==> src/rtl/core/ffba_pkg.sv <==
// Shared types and status codes for the first-fit block allocator.
package ffba_pkg;

  localparam logic [7:0] NO_OWNER = 8'hFF;

  typedef enum logic [2:0] {
    ST_ALLOCATED = 3'd0,
    ST_ZERO_REQ  = 3'd1,
    ST_NO_FIT    = 3'd2,
    ST_FREED     = 3'd3,
    ST_BAD_PTR   = 3'd4,
    ST_NOT_START = 3'd5
  } status_t;

  typedef enum logic {
    OP_ALLOC = 1'b0,
    OP_FREE  = 1'b1
  } opcode_t;

  typedef struct packed {
    logic [0:0]  opcode;
    logic [15:0] request_size;
    logic [7:0]  owner_id;
    logic [0:0]  pointer_is_null;
    logic [15:0] free_offset;
  } in_item_t;

  typedef struct packed {
    logic [2:0]  status;
    logic [15:0] data_offset;
    logic [15:0] granted_size;
  } out_item_t;

  // One row of the block table.
  typedef struct packed {
    logic [15:0] start;
    logic [15:0] size;
    logic        free;
    logic [7:0]  owner;
  } entry_t;

  typedef struct packed {
    logic    load;
    logic    scan;
    logic    wr_exact;
    logic    shift_init;
    logic    shift;
    logic    wr_new;
    logic    wr_own;
    logic    merge_init;
    logic    merge;
    logic    emit;
    status_t code;
  } cmd_t;

  typedef struct packed {
    logic in_zero;
    logic in_bad;
    logic in_free;
    logic op_free;
    logic hit;
    logic hit_exact;
    logic scan_end;
    logic shift_done;
    logic merge_done;
  } stat_t;

endpackage

==> src/rtl/core/ffba_ctrl.sv <==
// Sequencing state machine of the first-fit block allocator.
module ffba_ctrl (
  input  logic           clk,
  input  logic           rst_n,
  input  logic           start,
  output logic           busy,
  input  ffba_pkg::stat_t st,
  output ffba_pkg::cmd_t  cmd
);

  typedef enum logic [6:0] {
    S_IDLE      = 7'b0000001,
    S_SCAN      = 7'b0000010,
    S_SHIFT     = 7'b0000100,
    S_SPLIT_NEW = 7'b0001000,
    S_SPLIT_OWN = 7'b0010000,
    S_MERGE     = 7'b0100000,
    S_SPARE     = 7'b1000000
  } state_t;

  state_t state_r, state_nxt;

  always_ff @(posedge clk) begin
    if (!rst_n) begin
      state_r <= S_IDLE;
    end else begin
      state_r <= state_nxt;
    end
  end

  assign busy = (state_r != S_IDLE);

  always_comb begin
    state_nxt = state_r;
    cmd = '0;
    cmd.code = ffba_pkg::ST_ALLOCATED;
    case (state_r)
      S_IDLE: begin
        if (start) begin
          if (!st.in_free && st.in_zero) begin
            cmd.emit = 1'b1;
            cmd.code = ffba_pkg::ST_ZERO_REQ;
          end else if (st.in_free && st.in_bad) begin
            cmd.emit = 1'b1;
            cmd.code = ffba_pkg::ST_BAD_PTR;
          end else begin
            cmd.load  = 1'b1;
            state_nxt = S_SCAN;
          end
        end
      end
      S_SCAN: begin
        cmd.scan = 1'b1;
        if (st.hit) begin
          if (st.op_free) begin
            cmd.merge_init = 1'b1;
            state_nxt      = S_MERGE;
          end else if (st.hit_exact) begin
            cmd.wr_exact = 1'b1;
            cmd.emit     = 1'b1;
            cmd.code     = ffba_pkg::ST_ALLOCATED;
            state_nxt    = S_IDLE;
          end else begin
            cmd.shift_init = 1'b1;
            state_nxt      = S_SHIFT;
          end
        end else if (st.scan_end) begin
          cmd.emit  = 1'b1;
          cmd.code  = st.op_free ? ffba_pkg::ST_NOT_START : ffba_pkg::ST_NO_FIT;
          state_nxt = S_IDLE;
        end
      end
      S_SHIFT: begin
        cmd.shift = 1'b1;
        if (st.shift_done) begin
          state_nxt = S_SPLIT_NEW;
        end
      end
      S_SPLIT_NEW: begin
        cmd.wr_new = 1'b1;
        state_nxt  = S_SPLIT_OWN;
      end
      S_SPLIT_OWN: begin
        cmd.wr_own = 1'b1;
        cmd.emit   = 1'b1;
        cmd.code   = ffba_pkg::ST_ALLOCATED;
        state_nxt  = S_IDLE;
      end
      S_MERGE: begin
        cmd.merge = 1'b1;
        if (st.merge_done) begin
          cmd.emit  = 1'b1;
          cmd.code  = ffba_pkg::ST_FREED;
          state_nxt = S_IDLE;
        end
      end
      default: begin
        state_nxt = S_IDLE;
      end
    endcase
  end

endmodule

==> config.mk <==
export PLATFORM = sky130hd
export DESIGN_NAME = ffba_ctrl
export DESIGN_NICKNAME = d
export VERILOG_FILES = /design/src/rtl/core/ffba_pkg.sv /design/src/rtl/core/ffba_ctrl.sv
export SDC_FILE = /design/constraint.sdc
export NUM_CORES = 1
export LEC_CHECK = 0
export ABC_AREA = 1
export BUFFER_PORTS_ARGS = -buffer_cell sky130_fd_sc_hd__buf_2
export CAP_MARGIN = 20
export CORE_MARGIN = 1
export CORE_UTILIZATION = 35
export DETAILED_ROUTE_END_ITERATION = 8
export GPL_TIMING_DRIVEN = 0
export SLEW_MARGIN = 5
export SYNTH_ARGS = -nofsm -noshare
export SYNTH_HDL_FRONTEND = slang
export SYNTH_SLANG_ARGS = --single-unit
==> constraint.sdc <==
create_clock -name clk -period 1.3 [get_ports clk]
set_input_delay 0.195 -clock clk [delete_from_list [all_inputs] [get_ports clk]]
set_output_delay 0.195 -clock clk [all_outputs]
set_load 0.02 [all_outputs]
==> flow_summary.json, run 1 <==
{
  "dp_hpwl_mm": 1.061,
  "drv_slew": 0,
  "synth_top_cells_by_area": "dfxtp_1, inv_1, nand3_1",
  "worst_ir_drop_vdd_uv": 1463,
  "syn-num-nets": 95,
  "criticalPathCategory": "reg2out",
  "hold_path_class": "in2reg",
  "via_per_inst": 4.971,
  "synthCells": 83,
  "largest-register": "state_r",
  "power.density_nw_per_um2": 1653,
  "grt_first_pass_wirelength_mm": 2.145,
  "clk_pin_slew_worst_paths_ps": 50,
  "antenna_found_initial": 0,
  "multi_input_area_um2": 411.6,
  "cp_max_fo": 4,
  "num-fill-cells": 116,
  "core_um2": 1350,
  "final_cells": 138,
  "end_kind": "primary output",
  "fin_setup_tns_ps": -3115,
  "cts_tree": "built",
  "setup_viol": 18,
  "die-area_um2": 1679,
  "die_h_um": 40.98,
  "rsz0062_at_grt": "yes",
  "design_area_um2": 943.4,
  "grt_pass1_vias": 543,
  "fin_ws_ps": -335.4,
  "fin_nets": 137,
  "grt_max_degree": 7,
  "gp_congestion": 0.8008,
  "htreeDepth": 1,
  "slew_headroom_pct": 79.39,
  "area_delta_synth_final_pct": 77.41,
  "drv_cap": 0,
  "yosys.area.top_type_share_pct": 22.59,
  "grt_remaining_overflow": 0,
  "timing.final.crit_share_pct": 125.8,
  "yosysSeqAreaShare_pct": 22.59,
  "groute.usage.overall_pct": 19.44,
  "synth_seq_cells": 6,
  "fp-row-count": 13,
  "cts.sinks": 6,
  "outcome": "finished, violations left",
  "dieWidth_um": 40.98,
  "max_freq_ghz": 0.6115,
  "vias": 686,
  "yosys.area.top_type": "dfxtp_1",
  "dp_cells": 123,
  "start_kind": "register",
  "seq_area_um2": 126.4,
  "worstPathArrival_ps": 1440,
  "detail_route.wl_per_cell_um": 11.98,
  "ctsHoldBuffers": 0,
  "cp_slowest_cell": "dfxtp_2",
  "hold_violations": 0,
  "cts_made_buffers": 3,
  "drive_gt1_share_pct": 56.91,
  "dr.pass1.iters": 2,
  "worstMarginPinSlew_ps": 308.8,
  "largest_reg_flops": 6,
  "crit_chain": "nor2_4 -> nand3_4 -> inv_4 -> nand2_2 -> or2_1 -> nand4_1 -> buf_4",
  "io_pins": 26,
  "drc_errors": 0,
  "n_antenna_cell": 0,
  "start_util_pct": 39.39,
  "slowest_delay_ps": 320,
  "mappedNetlistArea_um2": 531.8,
  "postSynthAreaPerCell_um2": 6.407,
  "synth_cell_types": 19,
  "routed_wl_mm": 1.653,
  "io_buffers": 25,
  "reg.largest.list": "state_r x6",
  "cts_root_buf": "clkbuf_4",
  "drtIter0Drc": 8,
  "ant_nets": 0,
  "ctsLongestPathBuffers": 2,
  "critPathRequiredTime_ps": 1110,
  "min_period_ps": 1635,
  "placed_area_um2": 690.7,
  "violations": "setup timing",
  "leakagePower_uw": 0.0004965,
  "ys.warnings.count": 0,
  "clk_latency_ps": 240,
  "fin_worst_skew_ps": 2.807
}
## layer usage
metal | share of wire [%] | up-vias | global-route usage [%]
met5 | 0 | - | 0
met4 | 0.54 | 0 | 0
met3 | 3.1 | 2 | 6.522
met2 | 56 | 15 | 37.50
met1 | 40 | 319 | 21.24
li1 | - | 350 | -
## timing repair
action,CTS,global route
gates resized for setup,29,12
endpoints found under the hold margin,0,0
setup buffers,9,3
pin swaps,14,12
cloned,0,0
endpoints found under the setup margin,14,19
## cells in the mapped netlist (all sizes together)
cell type,count
or2,1
nand2,12
nor2,15
nand3,12
nor4,2
dfxtp,6
o21ai,2
nand4,8
inv,21
nor3,1
a211oi,1
a21oi,2
## metrics by stage
| step | setup WS [ps] | hold WS [ps] | power [µW] | utilization, % |
|---|---|---|---|---|
| floorplan | -60.99 | 315.5 | 838.5 | - |
| global placement | -169.3 | 466.2 | 1012 | 51.16 |
| detailed placement | -174.3 | 469.1 | 1014 | 51.16 |
| CTS | -360.7 | 214.2 | 1467 | 64.78 |
| global route | -397.3 | 222.2 | 1679 | 69.88 |
| finish | -335.4 | 212.2 | 1559 | 69.88 |
## logic make-up (layout without fill, tap and decap cells)
kind of cell / count (synthesis) / after routing / synth area share (%)
AO/OA/AOI/OAI: 5 / 5 / 5.177
buffers and inverters: 21 / 61 / 14.82
flip-flops: 6 / 6 / 22.59
AND/OR/NAND/NOR: 51 / 51 / 57.41
## worst paths after layout
check	from	to	slack, ps	cells past startpoint
setup reg to reg	state_r[2]	state_r[3]	-20	7
hold / removal	rst_n	state_r[2]	210	3
setup / recovery	state_r[2]	cmd[3]	-340	7
hold reg to reg	state_r[2]	state_r[2]	580	4
## critical path: cells and delay by family, from the launching register on
kind	cells	cell delay, ps
and+or+nand+nor	5	650
DFF	1	320
buffers and inverters	2	210
## final cells by class
type                            instances  share of cell area, %
Clock buffer                            3                  2.387
Inverter                               21                  8.886
Multi-Input combinational cell         56                  43.63
Sequential cell                         6                  13.40
Tap cell                               15                  1.989
Timing Repair Buffer                   37                  29.71
## cells in the final DEF (no fill, tap or decap)
cell type	instances
a211oi_1	1
a21oi_1	2
buf_2	11
buf_4	18
buf_6	8
clkbuf_4	3
dfxtp_1	1
dfxtp_2	5
inv_1	16
inv_2	3
inv_4	2
nand2_1	9
nand2_2	3
nand3_1	8
nand3_2	3
nand3_4	1
nand4_1	7
nand4_4	1
nor2_1	6
nor2_2	2
nor2_4	7
nor3_4	1
nor4_4	2
o21ai_0	1
o21ai_1	1
or2_1	1
## power breakdown
group	total, µW	internal (µW)	switching, µW
registers	284	239	45.0
logic	1100	476	626
clock network	173	105	68.5
total	1560	820	739
(Power assumes the default switching activity.)
==> run 2: changes to the inputs <==
- ABC_CLOCK_PERIOD_IN_PS: default -> 1550
- GPL_TIMING_DRIVEN: 0 -> default
- clock period: 1.3 -> 1.55 ns (I/O delays scaled with it)
==> run 2 against run 1 <==
Net effect:
- the flow still finishes with violations (setup timing)
- cell count shrank 0.72%
- sequential power shrank 13%
- final area shrank 2.5%
- setup slack gained 220 ps
- register-to-register slack gained 220 ps
- first-iteration DRC count grew to 2.6 times the previous value
==> flow_summary.json, run 2 (synthesis gave the netlist of run 1 again) <==
{
  "worstMarginPinSlew_ps": 312.3,
  "max_freq_ghz": 0.5991,
  "antenna_found_initial": 0,
  "setup_viol": 6,
  "routed_wl_mm": 1.702,
  "hold_path_class": "in2reg",
  "grt_max_degree": 7,
  "place_ws_ps": 48.90,
  "largest-register": "state_r",
  "outcome": "finished, violations left",
  "route.met3.wl_um": 93,
  "layout_common_cells": "buf_2, inv_1, buf_4, nand2_1, buf_6",
  "area_delta_synth_final_pct": 72.94,
  "hold_violations": 0,
  "die_h_um": 40.98,
  "timing.final.crit_share_pct": 107.7,
  "io_pins": 26,
  "grt_pass1_vias": 564,
  "clk_latency_ps": 250,
  "power.density_nw_per_um2": 1388,
  "leakagePower_uw": 0.0004970,
  "largest_reg_flops": 6,
  "cts.sinks": 6,
  "cts_root_buf": "clkbuf_4",
  "detail_route.wl_per_cell_um": 12.42,
  "reg2reg_slack_ps": 200,
  "hold_start": "rst_n",
  "grt_remaining_overflow": 0,
  "fin_util_pct": 68.12,
  "groute.usage.overall_pct": 20.56,
  "drc_errors": 0,
  "routed-wl-met2_um": 942,
  "ctsLongestPathBuffers": 2,
  "slew_headroom_pct": 79.16,
  "r2r_end": "state_r[0]",
  "wl_met1_um": 661,
  "core_um2": 1350,
  "die-area_um2": 1679,
  "num-fill-cells": 118,
  "rsz0062_at_grt": "yes",
  "htreeDepth": 1,
  "start_kind": "register",
  "violations": "setup timing",
  "layout_commonest_cell": "buf_2",
  "reg2reg_from": "state_r[4]",
  "cts_tree": "built",
  "n_antenna_cell": 0,
  "fin_nets": 136,
  "cp_max_fo": 3,
  "cts_made_buffers": 3,
  "ant_nets": 0,
  "criticalPathCategory": "reg2out",
  "drive_gt1_share_pct": 57.38,
  "io_buffers": 25,
  "worst_ir_drop_vdd_uv": 953.0,
  "worstPathArrival_ps": 1440,
  "min_period_ps": 1669,
  "start_util_pct": 39.39,
  "critPathRequiredTime_ps": 1320,
  "gp_congestion": 0.8044,
  "top_layer": "met4",
  "drtIter0Drc": 21,
  "reg.largest.list": "state_r x6",
  "hold_path_end": "state_r[2]",
  "fin_ws_ps": -119.1,
  "hold_depth": 3,
  "dieWidth_um": 40.98,
  "drv_cap": 0,
  "dp_hpwl_mm": 1.129,
  "grt_first_pass_wirelength_mm": 2.311,
  "fin_worst_skew_ps": 5.044,
  "fp-row-count": 13,
  "clk_pin_slew_worst_paths_ps": 50,
  "ff2ff_path_depth": 10,
  "dr.pass1.iters": 4,
  "drv_slew": 0,
  "ctsHoldBuffers": 0,
  "vias": 701,
  "end_kind": "primary output",
  "via_per_inst": 5.117
}
==> run 2: cell count changes in the layout (fill, tap and decap cells not counted), moves of 2 or more <==
cell / previous run / this run
buf_2: 11 / 16
buf_4: 18 / 11
inv_2: 3 / 6
inv_4: 2 / 0
nor2_2: 2 / 0
==> run 2: how the worst max path moves through the flow <==
| stage | from | endpoint | depth (start not counted) |
|---|---|---|---|
| floorplan | state_r[4] | cmd[10] | 3 |
| global placement | state_r[4] | cmd[3] | 7 |
| detailed placement | state_r[4] | cmd[3] | 7 |
| CTS | state_r[2] | cmd[3] | 8 |
| global route | state_r[3] | cmd[3] | 7 |
| finish | state_r[4] | cmd[3] | 8 |
==> run 2: worst max-delay path: stages, from the launching register on <==
cell and delay [ps]:
dfxtp_2 330, nor2_4 170, nand2_2 90, nor2_4 90, inv_2 60, nor2_4 100, nand3_2 100, nand4_1 110
buf_4 140
==> run 2: cell type report <==
cell class,count,area (µm²),area share (%)
Multi-Input combinational cell,56,407.9,44.35
Inverter,21,78.83,8.571
Clock buffer,3,22.52,2.449
Tap cell,15,18.77,2.041
Timing Repair Buffer,36,264.0,28.71
Sequential cell,6,127.6,13.88
==> run 2: report_power, final <==
group          switching [µW]  total, µW  internal (µW)
sequential               47.0        248            201
combinational             507        882            374
clock                    59.5        147           87.8
==> run 2: what timing repair did <==
action                                  4_1_cts  5_1_grt
gates resized for setup                      22       18
pin swaps                                     7        8
endpoints found under the setup margin        8       11
gates cloned                                  0        0
setup buffers                                 5        5
==> run 2: metal layers <==
layer	up-vias	track usage (%)
li1	352	-
met1	318	24.18
met2	29	37.89
met3	2	4.891
met4	0	2.500
met5	-	0
==> run 2: per-stage QoR <==
step | cell area, µm² | TNS (ps) | total power, µW | hold slack [ps] | std cells
detailed placement | 690.7 | 0 | 863.1 | 492.7 | 125
global placement | 690.7 | 0 | 859.6 | 499.0 | 125
global route | 919.6 | -985.3 | 1358 | 257.6 | 137
floorplan | 531.8 | 0 | 679.1 | 352.9 | 83
CTS | 825.8 | -420.6 | 1157 | 239.1 | 133
finish | 919.6 | -425.4 | 1277 | 239.9 | 137
